[src/rtl/core/tcw_pkg.sv]
// shared types, constants and codes for the text console writer
package tcw_pkg;

    // screen geometry
    localparam int COLUMNS = 80;
    localparam int ROWS    = 25;
    localparam int CELLS   = COLUMNS * ROWS;

    // internal widths derived from the geometry
    localparam int COL_W  = $clog2(COLUMNS);
    localparam int ROW_W  = $clog2(ROWS);
    localparam int ADDR_W = $clog2(CELLS);

    // fixed field widths of the stream payloads
    localparam int OP_W           = 2;
    localparam int CHAR_W         = 8;
    localparam int CELL_INDEX_W   = 11;
    localparam int CURSOR_COL_W   = 7;
    localparam int CURSOR_ROW_W   = 5;
    localparam int CURSOR_POS_W   = 11;
    localparam int CELL_W         = 16;
    localparam int ATTR_W         = 8;
    localparam int IN_TDATA_W     = 24;
    localparam int OUT_TDATA_W    = 40;

    // width that holds an index or address plus one carry bit
    localparam int SUM_W = ((ADDR_W > CELL_INDEX_W) ? ADDR_W : CELL_INDEX_W) + 1;

    // command queue between front and back
    localparam int QUEUE_DEPTH = 2;
    localparam int QPTR_W      = $clog2(QUEUE_DEPTH);

    // tab stops
    localparam int TAB_STEP = 8;

    // operation codes
    localparam logic [OP_W-1:0] OP_PUT   = 2'd0;
    localparam logic [OP_W-1:0] OP_CLEAR = 2'd1;
    localparam logic [OP_W-1:0] OP_READ  = 2'd2;

    // character codes
    localparam logic [CHAR_W-1:0] CH_BS         = 8'h08;
    localparam logic [CHAR_W-1:0] CH_TAB        = 8'h09;
    localparam logic [CHAR_W-1:0] CH_LF         = 8'h0A;
    localparam logic [CHAR_W-1:0] CH_CR         = 8'h0D;
    localparam logic [CHAR_W-1:0] CH_SPACE      = 8'h20;
    localparam logic [CHAR_W-1:0] CH_PRINT_LAST = 8'h7F;

    // classified command kinds
    typedef enum logic [2:0] {
        CMD_NOP,
        CMD_PRINT,
        CMD_BS,
        CMD_TAB,
        CMD_CR,
        CMD_LF,
        CMD_CLEAR,
        CMD_READ
    } cmd_kind_t;

    // one classified command
    typedef struct packed {
        cmd_kind_t           kind;
        logic [CHAR_W-1:0]   ch;
        logic [ADDR_W-1:0]   index;
        logic                in_range;
    } cmd_t;

    // one result item
    typedef struct packed {
        logic [CELL_W-1:0]       cell_data;
        logic [CURSOR_POS_W-1:0] cursor_pos;
        logic [CURSOR_ROW_W-1:0] cursor_row;
        logic [CURSOR_COL_W-1:0] cursor_col;
    } result_t;

    // back end states
    typedef enum logic [1:0] {
        BS_INIT,
        BS_IDLE,
        BS_FILL,
        BS_READ
    } back_state_t;

endpackage

[src/rtl/core/tcw_queue.sv]
// short command queue between the front and back ends
module tcw_queue
    import tcw_pkg::*;
(
    input  logic clk,
    input  logic rst_n,
    input  logic push_valid,
    output logic push_ready,
    input  cmd_t push_cmd,
    output logic pop_valid,
    input  logic pop_ready,
    output cmd_t pop_cmd
);

    cmd_t              entry_reg [QUEUE_DEPTH];
    logic [QPTR_W-1:0] wr_ptr_reg, wr_ptr_next;
    logic [QPTR_W-1:0] rd_ptr_reg, rd_ptr_next;
    logic [QPTR_W:0]   count_reg, count_next;
    logic              do_push, do_pop;

    assign push_ready = count_reg != (QPTR_W+1)'(QUEUE_DEPTH);
    assign pop_valid  = count_reg != '0;
    assign pop_cmd    = entry_reg[rd_ptr_reg];
    assign do_push    = push_valid & push_ready;
    assign do_pop     = pop_valid & pop_ready;

    // pointer and fill count update
    always_comb
    begin
        wr_ptr_next = wr_ptr_reg;
        rd_ptr_next = rd_ptr_reg;
        count_next  = count_reg;
        if (do_push)
        begin
            wr_ptr_next = (wr_ptr_reg == QPTR_W'(QUEUE_DEPTH-1)) ? '0 : wr_ptr_reg + 1'b1;
        end
        if (do_pop)
        begin
            rd_ptr_next = (rd_ptr_reg == QPTR_W'(QUEUE_DEPTH-1)) ? '0 : rd_ptr_reg + 1'b1;
        end
        if (do_push && !do_pop)
        begin
            count_next = count_reg + 1'b1;
        end
        else if (do_pop && !do_push)
        begin
            count_next = count_reg - 1'b1;
        end
    end

    always_ff @(posedge clk or negedge rst_n)
    begin
        if (!rst_n)
        begin
            wr_ptr_reg <= '0;
            rd_ptr_reg <= '0;
            count_reg  <= '0;
        end
        else
        begin
            wr_ptr_reg <= wr_ptr_next;
            rd_ptr_reg <= rd_ptr_next;
            count_reg  <= count_next;
        end
    end

    // entry storage
    always_ff @(posedge clk)
    begin
        if (do_push)
        begin
            entry_reg[wr_ptr_reg] <= push_cmd;
        end
    end

endmodule

[config.mk]
export PLATFORM = sky130hd
export DESIGN_NAME = tcw_queue
export DESIGN_NICKNAME = d
export VERILOG_FILES = /design/src/rtl/core/tcw_pkg.sv /design/src/rtl/core/tcw_queue.sv
export SDC_FILE = /design/constraint.sdc
export NUM_CORES = 1
export LEC_CHECK = 0
export BUFFER_PORTS_ARGS = -buffer_cell sky130_fd_sc_hd__buf_2
export CORE_UTILIZATION = 34
export DETAILED_ROUTE_END_ITERATION = 10
export GPL_ROUTABILITY_DRIVEN = 0
export GPL_TIMING_DRIVEN = 0
export PLACE_DENSITY_LB_ADDON = 0.3
export RECOVER_POWER = 100
export SLEW_MARGIN = 10
export SYNTH_ARGS = -nofsm -noshare
export SYNTH_HDL_FRONTEND = slang
export SYNTH_SLANG_ARGS = --single-unit
[constraint.sdc]
create_clock -name clk -period 5.6 [get_ports clk]
set_input_delay 0.56 -clock clk [delete_from_list [all_inputs] [get_ports clk]]
set_output_delay 0.56 -clock clk [all_outputs]
set_load 0.02 [all_outputs]
* After elaboration in Yosys (flattened, before gate mapping)
Memory sizes are Yosys's and may differ from the RTL's.
Cells that the tools add are included.
** Word-level totals
- Bits in registers :: 4
- RAM bits :: 46
- Input port bits :: 27
- Memories :: 1
** Operators by class
- Mux-type cells :: 6
- Reductions and logical operators :: 6
- Bitwise logic cells :: 2
- Add/subtract/negate cells :: 4
- Equal/unequal tests :: 1
** Memory list
- entry_reg :: words 2, bits a word 23, read ports 1, clocked after memory_dff 0, wr ports 1, line tcw_queue.sv:15 : cmd_t entry_reg [QUEUE_DEPTH];
** Operator list (number)
- $mux 1 :: 4
- $mux 2 :: 2
- $reduce_bool 2->1 :: 2
- $add 1x1->1 const B :: 2
- $add 2x1->2 const B :: 1
- $and 1x1->1 :: 2
- $logic_and 1x1->1 :: 2
- $logic_not 1->1 :: 2
- $ne 2x2->1 const B :: 1
- $sub 2x1->2 const B :: 1

* Logic depth before layout (Yosys ltp)
Gate-level depths: netlist of the first run.
- Depth in word-level cells :: 6
- Gate-level depth with buffers :: 7
- Gate-level depth less buffers :: 7

* Worst setup path after synthesis of the first run
OpenSTA, ideal clock, no wires.
- Path kind :: register to register
- From :: register count_reg[0]
- To :: memory entry_reg[0][0] (netlist bit), enable pin
- Data arrival time :: 1782 ps
- Path buffers :: 0
- Library setup time :: 403 ps
- Period minus slack after synthesis :: 2185 ps
- Path slack :: 3415 ps
- Stages on the path, launching flop included :: 4
- Path through :: dfrtp_1 nand2b_1 nand2_1 nor2_1
** Between the ends
- Cells in the longest elaborated chain, start to end :: 4
** RTL lines
- from (decl) :: line tcw_queue.sv:18 : logic [QPTR_W:0] count_reg, count_next;
- from (signal assigned) :: line tcw_queue.sv:63 : count_reg <= count_next;
- $ne 2x2->1 :: line tcw_queue.sv:21 : assign push_ready = count_reg != (QPTR_W+1)'(QUEUE_DEPTH);
- via push_ready :: line tcw_queue.sv:8 : output logic push_ready,
- $and 1x1->1 :: line tcw_queue.sv:24 : assign do_push = push_valid & push_ready;
- $mux 1 :: line tcw_queue.sv:70 : if (do_push)
- $mux 1 (not written as such) :: line tcw_queue.sv:72 : entry_reg[wr_ptr_reg] <= push_cmd;
- to (decl) :: line tcw_queue.sv:15
The timed path passes the listed nets, and every way through them passes these cells.

* Worst setup path in the final report of the first run
- From :: register count_reg[0]
- To :: memory entry_reg[0][18] (netlist bit), enable pin
** Between the ends
- Cells in the longest elaborated chain, start to end :: 4
** RTL lines (line)
- $ne 2x2->1 :: tcw_queue.sv:21
- $and 1x1->1 :: tcw_queue.sv:24
- $mux 1 :: tcw_queue.sv:70
- $mux 1 (not written as such) :: tcw_queue.sv:72
Every way passes these cells.

==> results.json, run 1 <==
{
  "netlist.area_leader.share_pct": 70.50,
  "cts-root-buf": "clkbuf_8",
  "crit_fanout": 15,
  "synth.cell_area_um2": 1959,
  "setup_viol": 0,
  "largest_reg_flops": 46,
  "grt.total_usage_pct": 11.30,
  "r2r_slack_ns": 3.01,
  "finalMaxSlewViolations": 0,
  "synth_nets": 118,
  "ys_seq_elements": 50,
  "post-route-min-period_ns": 2.588,
  "core_um2": 5540,
  "first_iter_violations": 9,
  "io_buffers": 51,
  "grt_max_degree": 24,
  "fin_area_um2": 2262,
  "grt_pass1_wl_um": 5085,
  "rsz0062_at_grt": "no",
  "synthTopCellsByCount": "edfxtp_1 (46), mux2_4 (19), dfrtp_1 (4), mux2_2 (4), xnor2_1 (3)",
  "postSynthCellCount": 90,
  "hpwl_um": 2167,
  "synth_area_leaders": "edfxtp_1 (70%), mux2_4 (15%), dfrtp_1 (5.1%), mux2_2 (2.3%), buf_12 (2.0%)",
  "fillCellCount": 552,
  "antenna_found_initial": 0,
  "area_delta_synth_final_pct": 15.45,
  "p_per_area_nw_per_um2": 508.6,
  "fin_skew_ns": 0.007963,
  "synth_flop_cell": "edfxtp_1",
  "yosys.area.top_type": "edfxtp_1",
  "htreeDepth": 2,
  "first_pass_iters": 4,
  "synth_cell_type_count": 16,
  "grt_overflow": 0,
  "avgSynthCellArea_um2": 21.77,
  "hp-class": "input port to asynchronous set/reset pin",
  "synth-edff-count": 46,
  "r2r_cells": 4,
  "numClockSinks": 50,
  "die_area_um2": 6071,
  "setup_tns_ns": 0,
  "numCtsBuffers": 5,
  "crit_path_end": "entry_reg[0][18]$_DFFE_PP_",
  "wl_um": 3103,
  "ir_worst_vdd_mv": 0.2292,
  "tightest_slew_ns": 1.345,
  "relSlewSlack_pct": 9.983,
  "end_kind": "flip-flop",
  "max_freq_mhz": 386.3,
  "placed_area_um2": 2318,
  "status": "completed",
  "via_per_inst": 4.383,
  "leakagePower_uw": 0.0008210,
  "avgRoutedWirePerCell_um": 13.98,
  "drv_cap": 0,
  "ios": 52,
  "cts_resized": 0,
  "drc": 0,
  "cts_tree": "yes",
  "vias": 973,
  "timing.hold.ws_ns": 0.07430,
  "initial_core_util_pct": 35.37,
  "synth_most_common_cell": "edfxtp_1",
  "insertedDiodeCount": 0,
  "clkLatencyLatePin_ns": 0.29,
  "startpoint": "count_reg[0]$_DFFE_PN0P_",
  "cts_buffer_depth": 2,
  "required_ns": 5.53,
  "r2r-end": "entry_reg[0][18]$_DFFE_PP_",
  "row_count": 27,
  "ant_nets": 0,
  "fp.dieW_um": 77.92,
  "fin_crit_sh_pct": 46.22,
  "r2r_start": "count_reg[0]$_DFFE_PN0P_",
  "async_reset_ff_share_pct": 8.000,
  "post_cts_buffers": 0,
  "grt_pass1_vias": 1043,
  "hold_viol_final": 0,
  "path_clk_slew_ns": 0.09,
  "finalPower_uw": 1151,
  "yosysSeqAreaShare_pct": 75.61,
  "path_class": "flip-flop to flip-flop",
  "start_kind": "flip-flop",
  "drive_gt1_share_pct": 30.00,
  "fp.dieH_um": 77.92,
  "ctsHoldBuffers": 0,
  "ys_warn_count": 0,
  "critical_path_arrival_ns": 2.52,
  "nets": 177
}
-- cells in the final DEF (no fill, tap or decap), types with 2 or more instances in the layout --
cell type,count
mux2_4,2
buf_2,33
dfrtp_1,4
clkbuf_8,5
mux2_2,4
xor2_1,2
xnor2_1,3
edfxtp_1,46
clkinv_1,3
clkbuf_1,22
mux2_1,17
nor2_1,2
-- per-stage QoR --
stage	utilization [%]	cells	setup slack [ns]
final	40.83	222	3.012
after floorplan	-	90	3.415
after CTS	43.29	222	3.587
after global placement	41.60	213	2.927
after detailed placement	41.85	214	3.557
after global routing	40.83	222	2.701
-- worst min path at each step --
stage,cells after the start,slack [ns],end
6_report,1,0.07,count_reg[1]$_DFFE_PN0P_
5_1_grt,1,0.07,count_reg[1]$_DFFE_PN0P_
4_1_cts,1,0.04,wr_ptr_reg$_DFFE_PN0P_
3_5_place_dp,1,0.37,wr_ptr_reg$_DFFE_PN0P_
3_3_place_gp,1,0.36,count_reg[1]$_DFFE_PN0P_
2_1_floorplan,0,0.26,count_reg[0]$_DFFE_PN0P_
-- power breakdown --
part	switching, uW	internal, uW
Sequential	27.7	516
Combinational	266	152
Clock	106	83.5
-- worst max-delay path: stages (launching register included) --
cell	delay [ns]
dfrtp_1	0.42
nand2b_1	0.18
nand2_1	0.12
nor2_1	1.02
clkbuf_1	0.49
-- layer usage --
metal	global-route usage (%)	share of wire [%]
met2	20.62	53
met4	3.333	0.87
met1	12.53	41
met5	0	0
met3	3.529	5.8
-- logic make-up (layout without fill, tap and decap cells) --
kind of cell	after synthesis	count (layout)	synth area share (%)
adders and majority gates	1	1	0.6385
and+or+nand+nor	7	7	1.853
buffers and inverters	4	64	2.810
xor gates and xnor gates	5	5	2.235
DFF	50	50	75.61
muxes	23	23	16.86
-- cell type report --
cell class                 count  area (um2)  share of cell area (%)
clock inverter                 3       11.26                  0.4978
multi-input combinational     36       359.1                   15.87
tap                           72       90.09                   3.982
inverter                       1       3.754                  0.1659
sequential                    50        1481                   65.49
timing repair buffer          52       236.5                   10.45
buffer                         3       11.26                  0.4978
clock buffer                   5       68.82                   3.042
No activity file was read; power rests on OpenSTA's default activity.
==> run 2: changes to the inputs <==
--- a/config.mk
+++ b/config.mk
@@ -5,6 +5,7 @@
 export SDC_FILE = /design/constraint.sdc
 export NUM_CORES = 1
 export LEC_CHECK = 0
+export ABC_AREA = 1
 export BUFFER_PORTS_ARGS = -buffer_cell sky130_fd_sc_hd__buf_2
 export CORE_UTILIZATION = 34
 export DETAILED_ROUTE_END_ITERATION = 10
==> constraint.sdc (replaced) <==
create_clock -name clk -period 2.1 [get_ports clk]
set_input_delay 0.21 -clock clk [delete_from_list [all_inputs] [get_ports clk]]
set_output_delay 0.21 -clock clk [all_outputs]
set_load 0.02 [all_outputs]
==> run 2 against run 1 <==
Against the previous run: design area is 5.8% higher; die area is 0.24% higher; critical path depth is 1 higher; setup slack worse by 2.7 ns; wire length is 7.2% higher; via count is 21% higher; combinational power grew to 3.4 times the previous value; core utilization is 2.4 points higher; critical path type is now flip-flop to output port; largest power group unchanged.
==> results.json, run 2 <==
{
  "fillCellCount": 552,
  "hold_viol_final": 0,
  "crit_family": "buffers and inverters",
  "synth_most_common_cell": "nand2_1",
  "ios": 52,
  "synth_nets": 177,
  "status": "completed",
  "drive_gt1_share_pct": 22.38,
  "fp.dieH_um": 78.01,
  "ys_warn_count": 0,
  "leakagePower_uw": 0.0009734,
  "ys_seq_elements": 50,
  "clkLatencyLatePin_ns": 0.30,
  "crit_slowest_cell": "clkbuf_1",
  "first_iter_violations": 45,
  "fin_skew_ns": 0.01189,
  "cts-root-buf": "clkbuf_8",
  "layout_commonest_cell": "nand2_1",
  "row_count": 27,
  "first_pass_iters": 2,
  "synth_area_leaders": "edfxtp_1 (70%), nand2_1 (13%), dfrtp_1 (5.1%), nand2_2 (2.5%), buf_6 (1.7%)",
  "fp.dieW_um": 78.01,
  "p_per_area_nw_per_um2": 1413,
  "path_class": "flip-flop to output port",
  "multi_input_area_um2": 395.4,
  "postSynthCellCount": 149,
  "drc": 0,
  "hpwl_um": 2232,
  "path_buf_inv": 3,
  "cts_tree": "yes",
  "antenna_found_initial": 0,
  "yosysSeqAreaShare_pct": 75.41,
  "max_freq_mhz": 559.4,
  "required_ns": 1.89,
  "yosys.area.top_type": "edfxtp_1",
  "synthTopCellsByCount": "nand2_1 (69), edfxtp_1 (46), nand2_2 (8)",
  "fin_crit_sh_pct": 85.12,
  "ir_worst_vdd_mv": 0.4506,
  "async_reset_ff_share_pct": 8.000,
  "wl_um": 3325,
  "setup_tns_ns": 0,
  "nets": 238,
  "tightest_slew_ns": 0.7529,
  "hp-class": "input port to flip-flop",
  "cts_resized": 0,
  "critical_path_arrival_ns": 1.58,
  "end_kind": "output port",
  "fin_area_um2": 2394,
  "path_clk_slew_ns": 0.09,
  "largest_reg_flops": 46,
  "initial_core_util_pct": 35.46,
  "slowest_delay_ns": 0.38,
  "grt_max_degree": 16,
  "ant_nets": 0,
  "synth_cell_type_count": 17,
  "area_delta_synth_final_pct": 21.85,
  "die_area_um2": 6086,
  "grt_pass1_wl_um": 5499,
  "vias": 1178,
  "avgRoutedWirePerCell_um": 11.79,
  "numCtsBuffers": 5,
  "insertedDiodeCount": 0,
  "grt_pass1_vias": 1167,
  "numClockSinks": 50,
  "grt.total_usage_pct": 12.39,
  "cts_buffer_depth": 2,
  "netlist.area_leader.share_pct": 70.32,
  "relSlewSlack_pct": 49.75,
  "via_per_inst": 4.177,
  "start_kind": "flip-flop",
  "rsz0062_at_grt": "no",
  "setup_viol": 0,
  "worstPathCellList": "buf_6, clkbuf_1, nand2_1, nand2_1, clkbuf_1",
  "synth_flop_cell": "edfxtp_1",
  "avgSynthCellArea_um2": 13.18,
  "grt_overflow": 0,
  "core_um2": 5540,
  "synth-edff-count": 46,
  "drv_cap": 0,
  "crit_fanout": 10,
  "placed_area_um2": 2345,
  "htreeDepth": 2,
  "synth.cell_area_um2": 1964,
  "io_buffers": 51,
  "final_cell_mix": "nand2_1 (70), edfxtp_1 (46), clkbuf_1 (32)",
  "finalMaxSlewViolations": 0,
  "post-route-min-period_ns": 1.788,
  "register_area_um2": 1481
}
## run 2: changes by cell type after synthesis, moves of 3 or more
cell,change
nand2_1,+68
mux2_4,-19
nand2_2,+7
mux2_2,-4
inv_1,+3
## run 2: power breakdown
| part | leakage (uW) | switching (uW) | internal (uW) |
|---|---|---|---|
| logic | 0.000462 | 970 | 439 |
| registers | 0.000476 | 72.5 | 1370 |
| clock network | 0.0000362 | 307 | 228 |
## run 2: final timing paths
kind                                     startpoint                    endpoint  slack (ns)  cells after the start
max                          rd_ptr_reg$_DFFE_PN0P_                 pop_cmd[18]        0.31                      5
min                                     push_cmd[7]   entry_reg[0][7]$_DFFE_PP_        0.09                      1
max reg2reg                count_reg[0]$_DFFE_PN0P_  entry_reg[0][21]$_DFFE_PP_        0.35                      5
min reg2reg                count_reg[0]$_DFFE_PN0P_    count_reg[0]$_DFFE_PN0P_        0.51                      1
max in group asynchronous                     rst_n      rd_ptr_reg$_DFFE_PN0P_        1.63                      2
min in group asynchronous                     rst_n      wr_ptr_reg$_DFFE_PN0P_        0.28                      2
## run 2: repair_timing
action / 4_1_cts / 5_1_grt
hold buffers: 1 / 0
buffers inserted: 0 / 0
hold endpoints to repair: 4 / 0
## run 2: through the flow
step	util (%)	hold WS, ns	std cells	worst slack [ns]	total power [uW]
2_1_floorplan	-	-0.08559	149	0.09563	2478
3_5_place_dp	42.32	0.02509	274	0.3293	2974
6_report	43.20	0.09283	282	0.3124	3383
5_1_grt	43.20	0.07640	282	0.1461	3632
4_1_cts	44.02	0.08429	282	0.3087	3502
3_3_place_gp	41.69	0.02608	272	-0.5037	2914
## run 2: cell type report
class                           instances  share of cell area, %
Sequential cell                        50                  61.89
Multi-Input combinational cell         87                  16.52
Timing Repair Buffer                   54                  10.72
Tap cell                               72                  3.764
Clock buffer                            5                  2.875
Buffer                                  5                  2.196
Inverter                                7                  1.411
Clock inverter                          2                 0.6273
## run 2: worst reg2reg max path: cells and delay by family (launching register included)
family | cells | cell delay (ns)
DFF | 1 | 0.40
buffers and inverters | 2 | 0.34
and+or+nand+nor | 3 | 0.73
## run 2: per-layer routing
layer / part of all wire [%] / GRT usage, % / vias up
met3: 5.8 / 4.070 / 5
met2: 52 / 22.12 / 33
met5: 0 / 0 / -
li1: - / - / 608
met4: 1.8 / 5.741 / 0
met1: 41 / 13.23 / 532
## run 2: cells by family (layout without fill, tap and decap cells)
kind of cell / count (synthesis) / in the layout / synth area share (%)
xor+xnor: 2 / 2 / 1.274
fa+ha+maj: 1 / 1 / 0.6368
buf+inv: 12 / 73 / 4.586
flops: 50 / 50 / 75.41
simple gates: 84 / 84 / 18.09
