===== src/rtl/core/tcw_pkg.sv =====
// shared types, constants and codes for the text console writer
package tcw_pkg;

    // screen geometry
    localparam int COLUMNS = 80;
    localparam int ROWS    = 25;
    localparam int CELLS   = COLUMNS * ROWS;

    // internal widths derived from the geometry
    localparam int COL_W  = $clog2(COLUMNS);
    localparam int ROW_W  = $clog2(ROWS);
    localparam int ADDR_W = $clog2(CELLS);

    // fixed field widths of the stream payloads
    localparam int OP_W           = 2;
    localparam int CHAR_W         = 8;
    localparam int CELL_INDEX_W   = 11;
    localparam int CURSOR_COL_W   = 7;
    localparam int CURSOR_ROW_W   = 5;
    localparam int CURSOR_POS_W   = 11;
    localparam int CELL_W         = 16;
    localparam int ATTR_W         = 8;
    localparam int IN_TDATA_W     = 24;
    localparam int OUT_TDATA_W    = 40;

    // width that holds an index or address plus one carry bit
    localparam int SUM_W = ((ADDR_W > CELL_INDEX_W) ? ADDR_W : CELL_INDEX_W) + 1;

    // command queue between front and back
    localparam int QUEUE_DEPTH = 2;
    localparam int QPTR_W      = $clog2(QUEUE_DEPTH);

    // tab stops
    localparam int TAB_STEP = 8;

    // operation codes
    localparam logic [OP_W-1:0] OP_PUT   = 2'd0;
    localparam logic [OP_W-1:0] OP_CLEAR = 2'd1;
    localparam logic [OP_W-1:0] OP_READ  = 2'd2;

    // character codes
    localparam logic [CHAR_W-1:0] CH_BS         = 8'h08;
    localparam logic [CHAR_W-1:0] CH_TAB        = 8'h09;
    localparam logic [CHAR_W-1:0] CH_LF         = 8'h0A;
    localparam logic [CHAR_W-1:0] CH_CR         = 8'h0D;
    localparam logic [CHAR_W-1:0] CH_SPACE      = 8'h20;
    localparam logic [CHAR_W-1:0] CH_PRINT_LAST = 8'h7F;

    // classified command kinds
    typedef enum logic [2:0] {
        CMD_NOP,
        CMD_PRINT,
        CMD_BS,
        CMD_TAB,
        CMD_CR,
        CMD_LF,
        CMD_CLEAR,
        CMD_READ
    } cmd_kind_t;

    // one classified command
    typedef struct packed {
        cmd_kind_t           kind;
        logic [CHAR_W-1:0]   ch;
        logic [ADDR_W-1:0]   index;
        logic                in_range;
    } cmd_t;

    // one result item
    typedef struct packed {
        logic [CELL_W-1:0]       cell_data;
        logic [CURSOR_POS_W-1:0] cursor_pos;
        logic [CURSOR_ROW_W-1:0] cursor_row;
        logic [CURSOR_COL_W-1:0] cursor_col;
    } result_t;

    // back end states
    typedef enum logic [1:0] {
        BS_INIT,
        BS_IDLE,
        BS_FILL,
        BS_READ
    } back_state_t;

endpackage


===== src/rtl/core/tcw_front.sv =====
// input side: takes stream beats and classifies them into commands
module tcw_front
    import tcw_pkg::*;
(
    input  logic                  s_tvalid,
    output logic                  s_tready,
    input  logic [IN_TDATA_W-1:0] s_tdata,    // op, char_code, cell_index
    input  logic                  init_busy,
    output logic                  push_valid,
    input  logic                  push_ready,
    output cmd_t                  push_cmd
);

    logic [OP_W-1:0]         op;
    logic [CHAR_W-1:0]       char_code;
    logic [CELL_INDEX_W-1:0] cell_index;

    // unpack the beat
    assign op         = s_tdata[OP_W-1:0];
    assign char_code  = s_tdata[OP_W+CHAR_W-1:OP_W];
    assign cell_index = s_tdata[OP_W+CHAR_W+CELL_INDEX_W-1:OP_W+CHAR_W];

    // no beats taken while the store is still being cleared after reset
    assign s_tready   = push_ready & ~init_busy;
    assign push_valid = s_tvalid & ~init_busy;

    // decode operation and character class
    always_comb
    begin
        push_cmd.ch       = char_code;
        push_cmd.index    = ADDR_W'(cell_index);
        push_cmd.in_range = SUM_W'(cell_index) < SUM_W'(CELLS);
        push_cmd.kind     = CMD_NOP;
        case (op)
            OP_PUT:
            begin
                case (char_code) inside
                    CH_BS:                    push_cmd.kind = CMD_BS;
                    CH_TAB:                   push_cmd.kind = CMD_TAB;
                    CH_CR:                    push_cmd.kind = CMD_CR;
                    CH_LF:                    push_cmd.kind = CMD_LF;
                    [CH_SPACE:CH_PRINT_LAST]: push_cmd.kind = CMD_PRINT;
                    default:                  push_cmd.kind = CMD_NOP;
                endcase
            end
            OP_CLEAR: push_cmd.kind = CMD_CLEAR;
            OP_READ:  push_cmd.kind = CMD_READ;
            default:  push_cmd.kind = CMD_NOP;
        endcase
    end

endmodule


===== config.mk =====
export PLATFORM = sky130hd
export DESIGN_NAME = tcw_front
export DESIGN_NICKNAME = d
export VERILOG_FILES = /design/src/rtl/core/tcw_pkg.sv /design/src/rtl/core/tcw_front.sv
export SDC_FILE = /design/constraint.sdc
export NUM_CORES = 1
export LEC_CHECK = 0
export ABC_AREA = 0
export BUFFER_PORTS_ARGS = -buffer_cell sky130_fd_sc_hd__buf_2
export CORE_AREA = 2 2 39 41
export DETAILED_ROUTE_END_ITERATION = 6
export DIE_AREA = 0 0 41 43
export PLACE_DENSITY = 0.82
export SLEW_MARGIN = 20
export SYNTH_ARGS = -nofsm -noshare
export SYNTH_HDL_FRONTEND = slang
export SYNTH_SLANG_ARGS = --single-unit

===== constraint.sdc =====
create_clock -name vclk -period 2.82
set_input_delay 0.282 -clock vclk [all_inputs]
set_output_delay 0.282 -clock vclk [all_outputs]
set_load 0.02 [all_outputs]

# [Word-level counts from Yosys, hierarchy flattened]
# Cells that the tools add are included.
[totals] register_bits=0 latch_bits=0 ramBits=0 romBits=0 output_inout_bits=25 word_cells=20 n_memories=0
[classes] add_sub_neg=0 multipliers=0 n_div=0 magnitude_cmp=3 eq_ne=6 shift=0 mux=6 bitwise_logic=3 reduce_logical=2
[ops] op="8-bit by 4-bit equality test with 1-bit output (second input constant)" count=4
[ops] op="3-bit 2-to-1 mux" count=4
[ops] op="11-bit less-than comparator (second input constant)" count=1
[ops] op="3-bit one-hot mux with 3 select lines" count=1
[ops] op="8-bit by 6-bit greater-or-equal comparator with 1-bit output (second input constant)" count=1
[ops] op="8-bit by 7-bit <= comparator with 1-bit output (second input constant)" count=1
[ops] op="1-bit AND" count=2
[ops] op="2-bit by 1-bit equality test with 1-bit output (second input constant)" count=1
[ops] op="2-bit equality test (second input constant)" count=1
[ops] op="2-bit zero test" count=1
[ops] op="1-bit logical AND" count=1
[ops] op="1-bit 2-to-1 mux" count=1
[ops] op="1-bit NOT" count=1

# [Logic depth before layout (Yosys ltp)]
# Gate-level depths: netlist of the first run.
[logic_depth] word_depth=8 mapped_depth=5 mapped_depth_nobuf=5

# [Least setup slack after synthesis of the first run]
# Ideal clock, no wire load.
[synth_path] kind="input -> output" startpoint="input s_tdata[9]" endpoint="output push_cmd[20] (netlist bit)" t_arrival_ps=1584 required_time_ps=2538 setup_slack_ps=954 cell_stages=3 path_buffers=0 path_cell_list="or4b_1 > or4b_1 > a41o_1"
[synth_lines] item="from (decl)" line="tcw_front.sv:7" text="input logic [IN_TDATA_W-1:0] s_tdata,"
[synth_lines] item="to (decl)" line="tcw_front.sv:11" text="output cmd_t push_cmd"

==> results of run 1 <==
==> per-stage QoR <==
stage	util	instance area (um^2)
6_report	0.288	398
5_1_grt	0.288	398
4_1_cts	0.288	398
3_5_place_dp	0.288	398
3_3_place_gp	0.288	398
2_1_floorplan	-	315
==> layer usage <==
layer / wire [um] / track usage / vias up
met1: 260 / 0.0823 / 155
met2: 389 / 0.188 / 34
met4: 0 / 0 / 0
met5: 0 / 0 / -
met3: 135 / 0 / 0
li1: - / - / 180
==> Yosys cell counts <==
cell / instances / share of area
o2111ai_1: 1 / 0.028
a41o_1: 1 / 0.032
inv_1: 3 / 0.036
o211ai_1: 1 / 0.024
and3b_2: 1 / 0.032
a211o_1: 1 / 0.028
or4b_1: 2 / 0.063
buf_4: 19 / 0.45
o22ai_1: 1 / 0.020
nor2_1: 3 / 0.036
a21oi_1: 2 / 0.032
nand3_1: 1 / 0.016
ha_1: 2 / 0.079
nor3b_1: 1 / 0.024
and3_1: 1 / 0.020
nor2b_1: 2 / 0.040
and4bb_2: 1 / 0.040
==> final cells by class <==
| class | count | area, um^2 |
|---|---|---|
| fill | 162 | 986 |
| inverter | 3 | 11.3 |
| multi-input combinational | 21 | 161 |
| tap | 16 | 20.0 |
| timing repair buffer | 41 | 205 |
==> worst max-delay path: cells and delay by family <==
family	cells	cell delay, ps
simple gates	2	1030
buf+inv	2	260
compound gates	1	250
==> cells by family after synthesis <==
kind of cell / Yosys count / share of synthesized area
buffers and inverters: 22 / 0.488
AND/OR/NAND/NOR: 12 / 0.270
AO/OA/AOI/OAI: 7 / 0.163
adder cells (fa/ha/maj): 2 / 0.0794
==> final timing paths <==
path / to / slack, ps / depth (start not counted)
max: push_cmd[20] / 710 / 5
min: push_cmd[4] / 560 / 0
==> power by group through the flow <==
stage / clock, mW / sequential [mW] / combinational (mW)
CTS: 0 / 0 / 0.0709
global route: 0 / 0 / 0.0776
floorplan: 0 / 0 / 0.0593
detailed placement: 0 / 0 / 0.0707
finish: 0 / 0 / 0.0698
global placement: 0 / 0 / 0.0695
==> impl_metrics.py, run 1 <==
metrics = {
    "worst_hold_path": {
        "min_from": "s_tdata[13]",
        "hold_path_class": "input port to primary output",
    },
    "drt": {
        "drt-initial-drc-count": 1,
        "firstDrtPassIters": 2,
        "wirelength_um": 785,
        "drc": 0,
        "drt-vias-per-instance": 4.56,
        "ant_nets": 0,
        "vias": 369,
        "wl_per_cell_um": 9.69,
    },
    "placed_design": {
        "dp.cells": 81,
        "dp_slack_ps": 703,
        "portBuffers": 41,
        "gp_congestion": 0.674,
    },
    "floorplan": {
        "die_h_um": 43,
        "dieWidth_um": 41,
        "core_um2": 1380,
        "start_util": 0.228,
        "pin_count": 52,
        "dieArea_um2": 1760,
        "num_rows": 14,
    },
    "global_route": {
        "grt_pass1_wl_um": 1170,
        "gr-total-overflow": 0,
        "first_global_vias": 331,
        "grt_max_degree": 7,
        "grt_antenna_before_repair": 0,
        "grt_usage": 0.0859,
    },
    "sta": {
        "fin_ws_ps": 706,
        "setup_tns_ps": 0,
        "worst_pin_slew_ps": 213,
        "slew_headroom": 0.857,
        "final-hold-violation-count": 0,
        "fin_crit_ps": 2110,
        "finalSetupViolations": 0,
        "drv_slew": 0,
        "whs_ps": 564,
        "rsz0062_at_grt": "no",
        "fmax_ghz": 0.473,
        "finalCritPeriodShare": 0.750,
    },
    "clock_tree": {
        "cts_setup_buffers": 0,
        "cts_hold_buf": 0,
        "ctsResizeCount": 0,
    },
    "pwr": {
        "ir_worst_vdd_uv": 59.4,
        "p_seq_frac": 0,
        "power.density_nw_per_um2": 175,
        "p_switching_mw": 0.0414,
        "leakage_nw": 0.242,
        "p_int_mw": 0.0284,
        "total_power_mw": 0.0698,
        "pwr-share-clk": 0,
        "comb_power_share": 1.000,
        "swShare": 0.593,
    },
    "layout": {
        "fin_cells": 81,
        "seq_cells": 0,
        "layout-drive-gt1-share": 0.662,
        "nets": 96,
        "clkbuf_count": 0,
        "final-seq-area_um2": 0,
        "layout_commonest_cell": "buf_2",
        "area_delta_synth_final_pct": 26.2,
        "antenna_cells": 0,
        "most-common-layout-cells": "buf_2 (41), inv_1 (3), nor2_1 (3)",
    },
    "setup_path": {
        "worstSetupStartpointType": "input port",
        "critPathLaunch": "s_tdata[9]",
        "cp_slowest_stage_delay_ps": 540,
        "arrival_ps": 1830,
        "crit_fanout": 4,
        "cp_slowest_cell": "or4b_1",
        "cp-end-kind": "primary output",
        "cp_data_required_time_ps": 2540,
        "worstPathCellList": "buf_2, or4b_1, or4b_1, a41o_1, buf_2",
        "criticalPathCategory": "input port to primary output",
    },
    "flow_run": {
        "cap_violations": 0,
    },
    "synth": {
        "synth_fp_nets": 72,
        "ys_warn_count": 0,
        "synth_area_um2": 315,
        "synthCells": 43,
        "avgSynthCellArea_um2": 7.33,
        "ys_types": 17,
        "seq_area_frac_synth": 0,
    },
    "status": {
        "status": "complete, no violations",
    },
}
(Power assumes the default switching activity.)
==> run 2: changes to the inputs <==
==> constraint.sdc (replaced) <==
create_clock -name vclk -period 2.1
set_input_delay 0.21 -clock vclk [all_inputs]
set_output_delay 0.21 -clock vclk [all_outputs]
set_load 0.02 [all_outputs]
==> run 2 against run 1 <==
Design area stayed put. Clock-buffer cell count stayed put. Sequential share of layout area stayed put. Critical path depth stayed put. Worst hold slack worse by 140 ps. Combinational power is 35% higher. Non-clock buffer count stayed put. Critical endpoint unchanged. Worst setup slack worse by 580 ps. Flip-flop and latch count stayed put. Routed wire length is 1.3% higher. First-iteration DRC count grew to 4.0 times the previous value.
==> impl_metrics.py, run 2 (synthesis gave the netlist of run 1 again) <==
metrics = {
    "floorplan": {
        "dieWidth_um": 41,
        "die_h_um": 43,
        "num_rows": 14,
        "core_um2": 1380,
        "pin_count": 52,
        "start_util": 0.228,
        "dieArea_um2": 1760,
    },
    "drt": {
        "wirelength_um": 795,
        "ant_nets": 0,
        "drt-vias-per-instance": 4.48,
        "drc": 0,
        "wl_per_cell_um": 9.81,
        "firstDrtPassIters": 4,
        "drt-initial-drc-count": 4,
        "vias": 363,
    },
    "setup_path": {
        "cp_data_required_time_ps": 1890,
        "arrival_ps": 1760,
        "worstSetupStartpointType": "input port",
        "cp-end-kind": "primary output",
        "crit_fanout": 4,
        "criticalPathCategory": "input port to primary output",
    },
    "layout": {
        "seq_cells": 0,
        "most-common-layout-cells": "buf_2 (41), inv_1 (3), nor2_1 (3)",
        "layout-drive-gt1-share": 0.662,
        "layout_commonest_cell": "buf_2",
        "area_delta_synth_final_pct": 26.2,
        "fin_util": 0.288,
        "final-seq-area_um2": 0,
        "clkbuf_count": 0,
        "design_area_um2": 398,
        "nets": 96,
        "fin_cells": 81,
        "antenna_cells": 0,
    },
    "global_route": {
        "grt_antenna_before_repair": 0,
        "gr-total-overflow": 0,
        "first_global_vias": 334,
        "grt_pass1_wl_um": 1240,
        "grt_usage": 0.0919,
        "grt_max_degree": 7,
    },
    "placed_design": {
        "place_area_um2": 398,
        "dp.cells": 81,
        "gp_congestion": 0.678,
        "portBuffers": 41,
        "dp_hpwl_um": 744,
    },
    "pwr": {
        "comb_power_share": 1.000,
        "total_power_mw": 0.0940,
        "p_switching_mw": 0.0559,
        "power.density_nw_per_um2": 236,
        "p_seq_frac": 0,
        "swShare": 0.594,
        "p_int_mw": 0.0381,
        "pwr-share-clk": 0,
        "leakage_nw": 0.242,
        "ir_worst_vdd_uv": 77.9,
    },
    "sta": {
        "rsz0062_at_grt": "no",
        "final-hold-violation-count": 0,
        "fin_crit_ps": 1970,
        "fmax_ghz": 0.507,
        "slew_headroom": 0.855,
        "drv_slew": 0,
        "setup_tns_ps": 0,
        "worst_pin_slew_ps": 217,
        "finalCritPeriodShare": 0.939,
        "finalSetupViolations": 0,
    },
    "flow_run": {
        "cap_violations": 0,
    },
    "worst_hold_path": {
        "hold_path_class": "input port to primary output",
    },
    "clock_tree": {
        "cts_hold_buf": 0,
        "cts_setup_buffers": 0,
        "ctsResizeCount": 0,
    },
    "status": {
        "status": "complete, no violations",
    },
}
-- run 2: metrics by stage --
| step | hold slack, ps | setup WS [ps] |
|---|---|---|
| after global routing | 420 | 65.2 |
| after CTS | 420 | 128 |
| after detailed placement | 420 | 135 |
| after floorplan | 498 | 378 |
| final | 420 | 127 |
| after global placement | 420 | 162 |
-- run 2: metal layers --
layer  wire length, um  vias to the layer above  part of all wire  track usage
met2               394                       34              0.50        0.191
met4                 0                        0                 0            0
met3               142                        0              0.18       0.0105
li1                  -                      178                 -            -
met5                 0                        -                 0            0
met1               258                      151              0.32       0.0918
-- run 2: power groups by stage --
stage | logic, mW | registers [mW] | clock network, mW
4_1_cts | 0.0953 | 0 | 0
3_5_place_dp | 0.0950 | 0 | 0
5_1_grt | 0.105 | 0 | 0
6_report | 0.0940 | 0 | 0
3_3_place_gp | 0.0933 | 0 | 0
2_1_floorplan | 0.0796 | 0 | 0
-- run 2: area by class of cell --
cell class,count,area (um^2)
well taps,16,20.0
inverters,3,11.3
repair buffers,41,205
multi-input cells,21,161
fillers,163,986
-- run 2: final timing paths --
check,from,end,slack (ps),cells past startpoint
worst max-delay path,s_tdata[9],push_cmd[20],130,5
worst min-delay path,s_tdata[13],push_cmd[4],420,0
-- run 2: critical path: stages --
cell,delay [ps]
buf_2,110
or4b_1,540
or4b_1,490
a41o_1,250
buf_2,150
==> run 3: changes to the inputs <==
--- a/config.mk
+++ b/config.mk
@@ -5,12 +5,12 @@
 export SDC_FILE = /design/constraint.sdc
 export NUM_CORES = 1
 export LEC_CHECK = 0
-export ABC_AREA = 0
+export ABC_AREA = 1
 export BUFFER_PORTS_ARGS = -buffer_cell sky130_fd_sc_hd__buf_2
 export CORE_AREA = 2 2 39 41
 export DETAILED_ROUTE_END_ITERATION = 6
 export DIE_AREA = 0 0 41 43
-export PLACE_DENSITY = 0.82
+export PLACE_DENSITY = 0.86
 export SLEW_MARGIN = 20
 export SYNTH_ARGS = -nofsm -noshare
 export SYNTH_HDL_FRONTEND = slang
==> run 3 against run 2 <==
Synthesized cell count increased by 51%. Worst setup slack improved by 690 ps. Design area increased by 12%. Clock-buffer cell count unchanged. Final cell count increased by 27%. Critical path type unchanged. Critical endpoint is now push_cmd[22]. Highest routed layer unchanged.
==> impl_metrics.py, run 3 <==
metrics = {
    "status": {
        "status": "complete, no violations",
    },
    "drt": {
        "wl_per_cell_um": 7.81,
        "firstDrtPassIters": 2,
        "drc": 0,
        "wirelength_um": 804,
        "drt-initial-drc-count": 1,
        "drt-vias-per-instance": 4.07,
        "vias": 419,
        "ant_nets": 0,
    },
    "synth": {
        "synth_xor_xnor_area_share": 0,
        "synth_area_leaders": "buf_4 (39%), nand2_1 (14%), inv_1 (10%)",
        "synth_top_area_frac": 0.393,
        "synth_mux_area_frac": 0,
        "synth-simple-area-share": 0.321,
        "synth-compound-area-share": 0.0931,
        "yosysTopAreaCell": "buf_4",
        "ys_warn_count": 0,
        "synth_common_cells": "buf_4 (19), nand2_1 (14), inv_1 (10), nor2_1 (6)",
        "synth_top_family_by_area": "buffers and inverters",
        "seq_area_frac_synth": 0,
        "ys_types": 14,
        "synth_area_um2": 363,
        "avgSynthCellArea_um2": 5.58,
        "synthCells": 65,
        "synth_fa_ha_area_frac": 0.0690,
        "synth_fp_nets": 94,
        "yosysMostFrequentCell": "buf_4",
    },
    "floorplan": {
        "dieWidth_um": 41,
        "num_rows": 14,
        "pin_count": 52,
        "core_um2": 1380,
        "die_h_um": 43,
        "start_util": 0.262,
        "dieArea_um2": 1760,
    },
    "layout": {
        "most-common-layout-cells": "buf_2 (41), nand2_1 (14), inv_1 (10), nor2_1 (6)",
        "final-seq-area_um2": 0,
        "nets": 118,
        "fill_cells": 162,
        "antenna_cells": 0,
        "area_delta_synth_final_pct": 22.8,
        "layout-drive-gt1-share": 0.540,
        "seq_cells": 0,
        "clkbuf_count": 0,
        "layout_commonest_cell": "buf_2",
        "fin_cells": 103,
    },
    "setup_path": {
        "criticalPathCategory": "input port to primary output",
        "worstSetupStartpointType": "input port",
        "cp_data_required_time_ps": 1890,
        "arrival_ps": 1070,
        "cp-end-kind": "primary output",
        "crit_fanout": 5,
    },
    "global_route": {
        "grt_pass1_wl_um": 1120,
        "grt_max_degree": 6,
        "first_global_vias": 336,
        "grt_usage": 0.0839,
        "grt_antenna_before_repair": 0,
        "gr-total-overflow": 0,
    },
    "sta": {
        "fin_crit_ps": 1280,
        "worst_pin_slew_ps": 163,
        "rsz0062_at_grt": "no",
        "setup_tns_ps": 0,
        "final-hold-violation-count": 0,
        "finalSetupViolations": 0,
        "slew_headroom": 0.890,
        "drv_slew": 0,
        "fmax_ghz": 0.782,
        "whs_ps": 420,
        "finalCritPeriodShare": 0.609,
    },
    "pwr": {
        "power.density_nw_per_um2": 225,
        "ir_worst_vdd_uv": 68.9,
        "leakage_nw": 0.305,
    },
    "placed_design": {
        "gp_congestion": 0.653,
        "portBuffers": 41,
        "dp.cells": 103,
        "dp_hpwl_um": 761,
    },
    "clock_tree": {
        "ctsResizeCount": 0,
        "cts_setup_buffers": 0,
        "cts_hold_buf": 0,
    },
    "worst_hold_path": {
        "hold_path_depth": 0,
        "holdPathEnd": "push_cmd[1]",
        "hold_path_class": "input port to primary output",
        "min_from": "s_tdata[10]",
    },
    "flow_run": {
        "cap_violations": 0,
    },
}
==> run 3: cell count changes after synthesis, sizes merged, moves of 2 or more <==
cell	change
inv	+9
nand2	+17
nor2	+4
nor2b	-2
o21ai	+2
or4b	-2
==> run 3: worst max path at each step <==
stage,to,startpoint,cells after the start,slack [ps]
6_report,push_cmd[22],s_tdata[9],9,820
5_1_grt,push_cmd[21],s_tdata[4],9,720
4_1_cts,push_cmd[22],s_tdata[9],9,820
3_5_place_dp,push_cmd[22],s_tdata[9],9,820
3_3_place_gp,push_cmd[21],s_tdata[9],9,860
2_1_floorplan,push_cmd[21],s_tdata[9],7,950
==> run 3: critical path, stage by stage <==
cell     delay [ps]
buf_2           110
inv_2            50
nand2_2          60
nor2_4          140
nand2_1          80
nand2_1          60
nand2_1          50
a21oi_1         120
buf_2           180
==> run 3: report_power, final <==
group	total [mW]	switching (mW)	internal [mW]
Combinational	0.100	0.0618	0.0383
Sequential	0	0	0
Clock	0	0	0
==> run 3: cell type report <==
cell class / instances / area, um^2 / area share
multi-input cells: 34 / 175 / 0.393
well taps: 16 / 20.0 / 0.0449
repair buffers: 41 / 205 / 0.461
inverters: 12 / 45.0 / 0.101
==> run 3: logic make-up after synthesis <==
group / count (synthesis)
buf+inv: 31
simple gates: 26
compound gates: 6
fa+ha+maj: 2
==> run 3: through the flow <==
stage | setup slack, ps | util | power (mW) | cell area [um^2]
after floorplan | 947 | - | 0.0859 | 363
after global placement | 856 | 0.322 | 0.0983 | 445
after detailed placement | 819 | 0.322 | 0.101 | 445
after CTS | 816 | 0.322 | 0.101 | 445
after global routing | 716 | 0.322 | 0.110 | 445
final | 820 | 0.322 | 0.100 | 445
==> run 3: routing by layer <==
layer	vias to the layer above	wire, um	track usage
met4	0	0	0
met5	-	0	0
met3	0	124	0.00524
met1	163	278	0.0759
met2	34	401	0.184
li1	222	-	-
